`src/design/bsg_pkg.sv`:
```
// Types, codes and defaults shared by the banker safe grant block.
`default_nettype none
package bsg_pkg;

    localparam int BSG_MAX_PROCS = 8;
    localparam int BSG_UNIT_BITS = 16;
    localparam int BSG_RES_COUNT = 3;

    localparam logic [1:0] REQ_LOAD    = 2'd0;
    localparam logic [1:0] REQ_AVAIL   = 2'd1;
    localparam logic [1:0] REQ_REQUEST = 2'd2;
    localparam logic [1:0] REQ_UNKNOWN = 2'd3;

    localparam logic [2:0] ST_EXCEED_AVAIL = 3'd0;
    localparam logic [2:0] ST_EXCEED_NEED  = 3'd1;
    localparam logic [2:0] ST_UNSAFE       = 3'd2;
    localparam logic [2:0] ST_GRANTED      = 3'd3;
    localparam logic [2:0] ST_LOADED       = 3'd4;

    typedef struct packed {
        logic [1:0]  req_type;
        logic [2:0]  process_index;
        logic [15:0] amount_r1;
        logic [15:0] amount_r2;
        logic [15:0] amount_r3;
        logic [15:0] need_r1;
        logic [15:0] need_r2;
        logic [15:0] need_r3;
    } in_word_t;

    typedef struct packed {
        logic [2:0] status;
        logic [2:0] seq_process;
        logic       last;
    } out_word_t;

    typedef enum logic [2:0] {
        S_IDLE,
        S_DECODE,
        S_CHECK,
        S_SCAN,
        S_ROLL,
        S_REPLY,
        S_EMIT
    } state_t;

endpackage
`default_nettype wire

```
`src/design/bsg_ram.sv`:
```
// Generic single-write, single-read RAM with registered read data.
`default_nettype none
module bsg_ram #(
    parameter int WIDTH = 48,
    parameter int DEPTH = 8
) (
    input  wire logic                     clk,
    input  wire logic                     we,
    input  wire logic [$clog2(DEPTH)-1:0] waddr,
    input  wire logic [WIDTH-1:0]         wdata,
    input  wire logic [$clog2(DEPTH)-1:0] raddr,
    output logic      [WIDTH-1:0]         rdata
);

    logic [WIDTH-1:0] mem_reg [DEPTH];

    always_ff @(posedge clk)
    begin
        if (we)
        begin
            mem_reg[waddr] <= wdata;
        end
        rdata <= mem_reg[raddr];
    end

endmodule
`default_nettype wire

```
`src/design/banker_safe_grant.sv`:
```
// Top level of the banker safe grant block: sequencer, state memories and result register.
//
// A load or available-vector write passes through the decode and reply states, and its
// result word is registered in the reply state. A request reads the process entry and
// checks it; one that fits updates the entry and then searches for the safe order:
// each sequence position rescans the process table from index 0 through the memory
// read port, one entry a cycle. A granted request then sends one result word per
// checked process in sequence order; an unsafe request passes through a rollback
// state and sends one reply word instead, as does a request that does not fit. The
// allocation and need tables live in two RAMs sharing one address; entries never
// loaded read as zero through per-entry valid bits. One item is handled at a time.
`default_nettype none
module banker_safe_grant #(
    parameter int MAX_PROCS = bsg_pkg::BSG_MAX_PROCS,
    parameter int UNIT_BITS = bsg_pkg::BSG_UNIT_BITS
) (
    input  wire logic              clk,
    input  wire logic              rst_n,
    input  wire logic              in_valid,
    output logic                   in_stall,
    input  wire bsg_pkg::in_word_t in_data,
    output logic                   out_valid,
    input  wire logic              out_stall,
    output bsg_pkg::out_word_t     out_data,
    input  wire logic              cfg_wr_en,
    input  wire logic [3:0]        cfg_wr_data
);

    import bsg_pkg::*;

    localparam int UW = UNIT_BITS;
    localparam int AW = $clog2(MAX_PROCS);
    localparam int CW = $clog2(MAX_PROCS + 1);
    localparam int WW = UW + CW;
    localparam int RW = BSG_RES_COUNT * UW;
    localparam logic [UW-1:0] UNIT_MAX = {UW{1'b1}};

    typedef logic [UW-1:0] unit_t;
    typedef logic [WW-1:0] wide_t;

    state_t state_reg, state_next;

    in_word_t item_reg;
    logic [3:0] pcount_reg;
    logic [CW-1:0] count;

    unit_t avail_reg [BSG_RES_COUNT];
    unit_t avail_next [BSG_RES_COUNT];
    unit_t save_avail_reg [BSG_RES_COUNT];
    logic [RW-1:0] save_alloc_reg, save_need_reg;
    wide_t work_reg [BSG_RES_COUNT];
    wide_t work_next [BSG_RES_COUNT];

    logic [MAX_PROCS-1:0] vld_reg, done_reg, done_next;
    logic vld_rd_reg;

    logic [AW-1:0] order_reg [MAX_PROCS];
    logic [CW-1:0] pos_reg, pos_next;
    logic [CW-1:0] scan_idx_reg, scan_idx_next;
    logic [AW-1:0] eval_idx_reg, eval_idx_next;
    logic rd_valid_reg, rd_valid_next;
    logic [CW-1:0] emit_idx_reg, emit_idx_next;
    logic [2:0] status_reg, status_next;

    logic [AW-1:0] ram_addr;
    logic ram_we;
    logic [RW-1:0] alloc_wdata, need_wdata, alloc_rdata, need_rdata;
    logic [RW-1:0] alloc_eff, need_eff;

    out_word_t out_reg, out_next;
    logic out_valid_reg, out_load, out_free;

    logic accept;
    logic p_in_range;
    logic [AW-1:0] p_addr;
    unit_t amt [BSG_RES_COUNT];
    unit_t ldn [BSG_RES_COUNT];

    logic fit_avail, fit_need, need_zero;
    logic [RW-1:0] alloc_upd, need_upd;
    unit_t avail_sub [BSG_RES_COUNT];
    unit_t alloc_sat [BSG_RES_COUNT];
    unit_t need_sub [BSG_RES_COUNT];

    logic found, unsafe, scan_last;

    function automatic unit_t sat_add(unit_t a, unit_t b);
        logic [UW:0] s;
        s = {1'b0, a} + {1'b0, b};
        return s[UW] ? UNIT_MAX : s[UW-1:0];
    endfunction

    assign accept = in_valid && !in_stall;
    assign in_stall = (state_reg != S_IDLE);
    assign out_valid = out_valid_reg;
    assign out_data = out_reg;
    assign out_free = !out_valid_reg || !out_stall;

    always_comb
    begin
        if (pcount_reg == 4'd0)
        begin
            count = CW'(1);
        end
        else if (32'(pcount_reg) > MAX_PROCS)
        begin
            count = CW'(MAX_PROCS);
        end
        else
        begin
            count = CW'(pcount_reg);
        end
    end

    assign p_in_range = (32'(item_reg.process_index) < MAX_PROCS);
    assign p_addr = AW'(item_reg.process_index);
    assign amt[0] = UW'(item_reg.amount_r1);
    assign amt[1] = UW'(item_reg.amount_r2);
    assign amt[2] = UW'(item_reg.amount_r3);
    assign ldn[0] = UW'(item_reg.need_r1);
    assign ldn[1] = UW'(item_reg.need_r2);
    assign ldn[2] = UW'(item_reg.need_r3);

    assign alloc_eff = vld_rd_reg ? alloc_rdata : '0;
    assign need_eff = vld_rd_reg ? need_rdata : '0;

    // Tentative grant arithmetic on the entry read for the requester
    always_comb
    begin
        fit_avail = 1'b1;
        fit_need = 1'b1;
        need_zero = 1'b1;
        for (int r = 0; r < BSG_RES_COUNT; r++)
        begin
            fit_avail = fit_avail && (amt[r] <= avail_reg[r]);
            fit_need = fit_need && (amt[r] <= need_eff[r*UW +: UW]);
            avail_sub[r] = avail_reg[r] - amt[r];
            alloc_sat[r] = sat_add(alloc_eff[r*UW +: UW], amt[r]);
            need_sub[r] = need_eff[r*UW +: UW] - amt[r];
            need_zero = need_zero && (need_sub[r] == '0);
        end
        for (int r = 0; r < BSG_RES_COUNT; r++)
        begin
            need_upd[r*UW +: UW] = need_sub[r];
            alloc_upd[r*UW +: UW] = need_zero ? '0 : alloc_sat[r];
        end
    end

    // Safety scan evaluation of the entry read last cycle
    always_comb
    begin
        logic fit;
        fit = 1'b1;
        for (int r = 0; r < BSG_RES_COUNT; r++)
        begin
            fit = fit && (WW'(need_eff[r*UW +: UW]) <= work_reg[r]);
        end
        found = rd_valid_reg && !done_reg[eval_idx_reg] && fit;
        scan_last = (CW'(eval_idx_reg) == count - CW'(1));
        unsafe = rd_valid_reg && !found && scan_last;
    end

    // Next state
    always_comb
    begin
        state_next = state_reg;
        unique case (state_reg)
            S_IDLE:
            begin
                if (accept)
                begin
                    state_next = S_DECODE;
                end
            end
            S_DECODE:
            begin
                unique case (item_reg.req_type)
                    REQ_LOAD, REQ_AVAIL: state_next = S_REPLY;
                    REQ_REQUEST:         state_next = S_CHECK;
                    default:             state_next = S_IDLE;
                endcase
            end
            S_CHECK:
            begin
                if (!fit_avail || !p_in_range || !fit_need)
                begin
                    state_next = S_REPLY;
                end
                else
                begin
                    state_next = S_SCAN;
                end
            end
            S_SCAN:
            begin
                if (found && (pos_reg + CW'(1) == count))
                begin
                    state_next = S_EMIT;
                end
                else if (unsafe)
                begin
                    state_next = S_ROLL;
                end
            end
            S_ROLL:
            begin
                state_next = S_REPLY;
            end
            S_REPLY:
            begin
                if (out_free)
                begin
                    state_next = S_IDLE;
                end
            end
            S_EMIT:
            begin
                if (out_free && (emit_idx_reg + CW'(1) == count))
                begin
                    state_next = S_IDLE;
                end
            end
            default:
            begin
                state_next = S_IDLE;
            end
        endcase
    end

    // Datapath controls
    always_comb
    begin
        ram_addr = p_addr;
        ram_we = 1'b0;
        alloc_wdata = alloc_upd;
        need_wdata = need_upd;
        avail_next = avail_reg;
        work_next = work_reg;
        done_next = done_reg;
        pos_next = pos_reg;
        scan_idx_next = scan_idx_reg;
        eval_idx_next = eval_idx_reg;
        rd_valid_next = 1'b0;
        emit_idx_next = emit_idx_reg;
        status_next = status_reg;
        out_load = 1'b0;
        out_next = out_reg;
        unique case (state_reg)
            S_IDLE:
            begin
                ram_addr = p_addr;
            end
            S_DECODE:
            begin
                status_next = ST_LOADED;
                if (item_reg.req_type == REQ_LOAD)
                begin
                    ram_we = p_in_range;
                    for (int r = 0; r < BSG_RES_COUNT; r++)
                    begin
                        alloc_wdata[r*UW +: UW] = amt[r];
                        need_wdata[r*UW +: UW] = ldn[r];
                    end
                end
                else if (item_reg.req_type == REQ_AVAIL)
                begin
                    for (int r = 0; r < BSG_RES_COUNT; r++)
                    begin
                        avail_next[r] = amt[r];
                    end
                end
            end
            S_CHECK:
            begin
                if (!fit_avail)
                begin
                    status_next = ST_EXCEED_AVAIL;
                end
                else if (!p_in_range || !fit_need)
                begin
                    status_next = ST_EXCEED_NEED;
                end
                else
                begin
                    ram_we = 1'b1;
                    for (int r = 0; r < BSG_RES_COUNT; r++)
                    begin
                        avail_next[r] = need_zero ? sat_add(avail_sub[r], alloc_sat[r])
                                                  : avail_sub[r];
                        work_next[r] = WW'(avail_next[r]);
                    end
                    done_next = '0;
                    pos_next = '0;
                    scan_idx_next = '0;
                end
            end
            S_SCAN:
            begin
                if (found)
                begin
                    done_next[eval_idx_reg] = 1'b1;
                    pos_next = pos_reg + CW'(1);
                    for (int r = 0; r < BSG_RES_COUNT; r++)
                    begin
                        work_next[r] = work_reg[r] + WW'(alloc_eff[r*UW +: UW]);
                    end
                    // restart the scan from the lowest index
                    ram_addr = '0;
                    rd_valid_next = 1'b1;
                    eval_idx_next = '0;
                    scan_idx_next = CW'(1);
                    emit_idx_next = '0;
                end
                else if (!unsafe && (scan_idx_reg < count))
                begin
                    ram_addr = scan_idx_reg[AW-1:0];
                    rd_valid_next = 1'b1;
                    eval_idx_next = scan_idx_reg[AW-1:0];
                    scan_idx_next = scan_idx_reg + CW'(1);
                end
                status_next = ST_UNSAFE;
            end
            S_ROLL:
            begin
                ram_we = 1'b1;
                alloc_wdata = save_alloc_reg;
                need_wdata = save_need_reg;
                for (int r = 0; r < BSG_RES_COUNT; r++)
                begin
                    avail_next[r] = save_avail_reg[r];
                end
            end
            S_REPLY:
            begin
                if (out_free)
                begin
                    out_load = 1'b1;
                    out_next.status = status_reg;
                    out_next.seq_process = '0;
                    out_next.last = 1'b1;
                end
            end
            S_EMIT:
            begin
                if (out_free)
                begin
                    out_load = 1'b1;
                    out_next.status = ST_GRANTED;
                    out_next.seq_process = 3'(order_reg[emit_idx_reg[AW-1:0]]);
                    out_next.last = (emit_idx_reg + CW'(1) == count);
                    emit_idx_next = emit_idx_reg + CW'(1);
                end
            end
            default:
            begin
                ram_addr = p_addr;
            end
        endcase
    end

    bsg_ram #(
        .WIDTH(RW),
        .DEPTH(MAX_PROCS)
    ) u_alloc_ram (
        .clk  (clk),
        .we   (ram_we),
        .waddr(ram_addr),
        .wdata(alloc_wdata),
        .raddr(ram_addr),
        .rdata(alloc_rdata)
    );

    bsg_ram #(
        .WIDTH(RW),
        .DEPTH(MAX_PROCS)
    ) u_need_ram (
        .clk  (clk),
        .we   (ram_we),
        .waddr(ram_addr),
        .wdata(need_wdata),
        .raddr(ram_addr),
        .rdata(need_rdata)
    );

    always_ff @(posedge clk or negedge rst_n)
    begin
        if (!rst_n)
        begin
            state_reg <= S_IDLE;
            pcount_reg <= 4'd8;
            vld_reg <= '0;
            out_valid_reg <= 1'b0;
            rd_valid_reg <= 1'b0;
            for (int r = 0; r < BSG_RES_COUNT; r++)
            begin
                avail_reg[r] <= '0;
            end
        end
        else
        begin
            state_reg <= state_next;
            rd_valid_reg <= rd_valid_next;
            avail_reg <= avail_next;
            if (cfg_wr_en)
            begin
                pcount_reg <= cfg_wr_data;
            end
            if (ram_we)
            begin
                vld_reg[ram_addr] <= 1'b1;
            end
            if (out_load)
            begin
                out_valid_reg <= 1'b1;
            end
            else if (!out_stall)
            begin
                out_valid_reg <= 1'b0;
            end
        end
    end

    // Payload registers
    always_ff @(posedge clk)
    begin
        if (accept)
        begin
            item_reg <= in_data;
        end
        if (out_load)
        begin
            out_reg <= out_next;
        end
        if ((state_reg == S_SCAN) && found)
        begin
            order_reg[pos_reg[AW-1:0]] <= eval_idx_reg;
        end
        // hold the pre-grant state for a rollback
        if (state_reg == S_CHECK)
        begin
            save_avail_reg <= avail_reg;
            save_alloc_reg <= alloc_eff;
            save_need_reg <= need_eff;
        end
        vld_rd_reg <= vld_reg[ram_addr];
        work_reg <= work_next;
        done_reg <= done_next;
        pos_reg <= pos_next;
        scan_idx_reg <= scan_idx_next;
        eval_idx_reg <= eval_idx_next;
        emit_idx_reg <= emit_idx_next;
        status_reg <= status_next;
    end

    a_accept_decode: assert property (@(posedge clk) disable iff (!rst_n)
        accept |=> (state_reg == S_DECODE))
        else $error("accepted word not decoded");

    a_not_granted_last: assert property (@(posedge clk) disable iff (!rst_n)
        (out_valid_reg && (out_reg.status != ST_GRANTED)) |-> out_reg.last)
        else $error("refusal word without last");

    a_scan_pos: assert property (@(posedge clk) disable iff (!rst_n)
        (state_reg == S_SCAN) |-> (pos_reg < count))
        else $error("scan position out of range");

    a_emit_count: assert property (@(posedge clk) disable iff (!rst_n)
        (state_reg == S_EMIT) |-> (emit_idx_reg < count))
        else $error("emit index out of range");

endmodule
`default_nettype wire
```
`config.mk`:
```
export PLATFORM = sky130hd
export DESIGN_NAME = banker_safe_grant
export DESIGN_NICKNAME = d
export VERILOG_FILES = /design/src/design/bsg_pkg.sv /design/src/design/bsg_ram.sv /design/src/design/banker_safe_grant.sv
export SDC_FILE = /design/constraint.sdc
export NUM_CORES = 2
export LEC_CHECK = 0
export ABC_AREA = 1
export BUFFER_PORTS_ARGS = -buffer_cell sky130_fd_sc_hd__buf_2
export CORE_ASPECT_RATIO = 1.1
export CORE_MARGIN = 5
export CORE_UTILIZATION = 30
export DETAILED_ROUTE_END_ITERATION = 10
export GPL_ROUTABILITY_DRIVEN = 0
export PLACE_DENSITY = 0.48
export SLEW_MARGIN = 0
export SYNTH_ARGS = -nofsm -noshare
export SYNTH_HDL_FRONTEND = slang
export SYNTH_HIERARCHICAL = 1
export SYNTH_SLANG_ARGS = --single-unit
```
`constraint.sdc`:
```
create_clock -name clk -period 13.4 [get_ports clk]
set_clock_uncertainty 0.1 [all_clocks]
set_input_delay 2.68 -clock clk [delete_from_list [all_inputs] [get_ports clk]]
set_output_delay 2.68 -clock clk [all_outputs]
set_load 0.01 [all_outputs]
```
==> results_dict.tcl <==
set metrics [dict create \
    yosysUniqueCellTypes 61 \
    finalHoldViolations 0 \
    yosysTopAreaCellShare_pct 49.7 \
    crit_path_end_kind "register" \
    clock_latency_ps 830 \
    path_max_fanout 40 \
    synth_most_common_cell "nand2_1" \
    drc 0 \
    yosys_most_used_dff "edfxtp_1" \
    cts_setup_buffers 0 \
    layout_min_cycle_time_ps 7030 \
    initial_core_util_pct 30.2 \
    syn_inst 7767 \
    rsz0062_at_grt "false" \
    worst_slew_pin_slew_ps 1230 \
    cts-root-buf "clkbuf_16" \
    final_antenna_net_count 0 \
    hold_class "register to register" \
    cts_num_sinks 1295 \
    finalMaxSlewViolations 0 \
    drive_above_1_share_pct 6.17 \
    fin_crit_sh_pct 52.5 \
    critPathKind "register to register" \
    setup_violations 0 \
    outcome "finished clean" \
    max_cap_violations 0 \
    cts_resized 0 \
    syn-num-nets 8163 \
    htreeDepth 4 \
    dr.first_iter.drc_count 3322 \
    core_sq_um 226000 \
    grt_pass1_vias 50189 \
    wl_per_cell_microns 18.8 \
    vdd_drop_max_mv 0.138 \
    grt_max_degree 136 \
    synth-edff-count 1130 \
    dieArea_sq_um 237000 \
    clockBufferDepth 3 \
    final_nets 8250 \
    crit_slowest_cell "a21oi_1" \
    power.leakage_nw 35.1 \
    avgSynthCellArea_sq_um 8.79 \
    r2r_cells 32 \
    die_h_microns 510 \
    grt_remaining_overflow 0 \
    path_common_cell "nand2_1" \
    hold_buffers 0 \
    cts_buffers 153 \
    synthTopCellsByArea "edfxtp_1, nand2_1, inv_1, ha_1, nand3_1" \
    seq_area_frac_synth_pct 55.0 \
    syn_area_sq_um 68300 \
    rows 183 \
    dpl.hpwl_microns 137000 \
    setup_tns_ps 0 \
    powerDensity_nw_per_um2 270 \
    grt_pass1_wl_microns 309000 \
    slew_headroom_pct 18.3 \
    slowest_delay_ps 920 \
    required_ps 13840 \
    yosys_warnings 6 \
    grtUsageTotal_pct 17.0 \
    fmax_mhz 142 \
    path_clk_slew_ps 60 \
    nFillCells 23175 \
    crit_arrival_ps 7470 \
    die_w_microns 465 \
    synthTopCellsByCount "nand2_1, inv_1, edfxtp_1, nand3_1, nor2_1" \
    firstDrtPassIters 5 \
    post-route-util_pct 34.1 \
    cts_tree "yes" \
    cp-start-kind "register" \
    hold_path_depth 0 \
    async_flop_share_pct 5.02 \
    viasPerCell 4.67 \
    drt-total-wl_microns 206000 \
    post-synth-top-area-cell "edfxtp_1" \
    ios 119 \
    antenna_found_initial 6 \
    io_buffers 118 \
    syn_to_final_growth_pct 13.1 \
    vias 51151 \
    synth-seq-cells 1295 \
]
==> worst max-delay path: cells and delay by family (launching register included) <==
kind                       cells  cell delay, ps
AOI/OAI and AO/OA              6            1940
and+or+nand+nor               17            1770
buffers and inverters          6            1470
adders and majority gates      3             780
DFF                            1             620
==> per-stage QoR <==
stage                     hold WS [ps]  cell area [sq um]  power, mW  std cells  setup WS, ps
after floorplan                    325              68300       13.5       7767          5850
after global placement             332              72100       16.5      10659          6240
after detailed placement           336              72100       16.6      10659          6330
after CTS                          355              77200       21.0      10945          6320
after global routing               353              77200       22.4      10946          5630
final                              353              77200       20.8      10947          6370
==> placed cells by master (no fill, tap or decap), drive strengths merged, types with 11 or more instances in the layout <==
cell type / synthesis / final
dfrtp: 64 / 64
a21oi: 271 / 271
dfxtp: 100 / 100
or2: 23 / 23
inv: 1371 / 1377
clkinv: 2 / 52
o21a: 11 / 11
nand3b: 26 / 26
a21o: 17 / 17
buf: 157 / 182
clkbuf: 93 / 213
nor3: 25 / 25
nand4: 48 / 48
xnor2: 69 / 69
bufinv: 0 / 12
nand2: 2491 / 2491
xor2: 82 / 82
nor2: 317 / 317
nand3: 662 / 662
edfxtp: 1130 / 1130
o211ai: 58 / 58
o21bai: 18 / 18
ha: 277 / 277
a21boi: 67 / 67
a31oi: 27 / 27
o21ai: 296 / 296
==> cells by family after synthesis <==
family / count (synthesis) / synth area share [%]
muxes: 3 / 0.0495
xor gates and xnor gates: 151 / 1.94
buffers and inverters: 1623 / 9.27
adders and majority gates: 286 / 5.34
and+or+nand+nor: 3606 / 21.6
AOI/OAI and AO/OA: 803 / 6.78
DFF: 1295 / 55.0
==> power breakdown <==
group          switching, mW  leakage [nW]  internal [mW]
Clock                   1.75          2.49           2.48
Sequential             0.314          11.8           6.07
Combinational           7.10          20.8           3.09
Total                   9.17          35.1           11.6
==> cell type report <==
class	instances	area (sq um)	area share, %
clock inverter	73	818	1.06
multi-input combinational	4849	24500	31.8
clock buffer	213	4280	5.54
antenna	2	5.00	0.00648
tap	2960	3700	4.80
timing repair buffer	182	1090	1.41
sequential	1295	37600	48.7
inverter	1373	5190	6.73
==> worst paths after layout <==
path | startpoint | endpoint | slack (ps)
worst max-delay path | vld_rd_reg | work_reg[35] | 6370
worst min-delay path | avail_reg[16] | save_avail_reg[16] | 350
worst max register to register | vld_rd_reg | work_reg[35] | 6370
worst min register to register | avail_reg[16] | save_avail_reg[16] | 350
max in group asynchronous | rst_n | vld_reg[4] | 10410
min in group asynchronous | rst_n | avail_reg[4] | 1620
==> per-layer routing <==
metal  vias to the layer above  share of wire (%)  global-route usage, %
met5                         -              0.020                      0
met4                         6                2.8                   5.30
met3                       272                4.4                   2.24
met2                      1094                 46                   28.4
met1                     24429                 46                   22.9
li1                      25350                  -                      -
No activity file was read; power rests on OpenSTA's default activity.
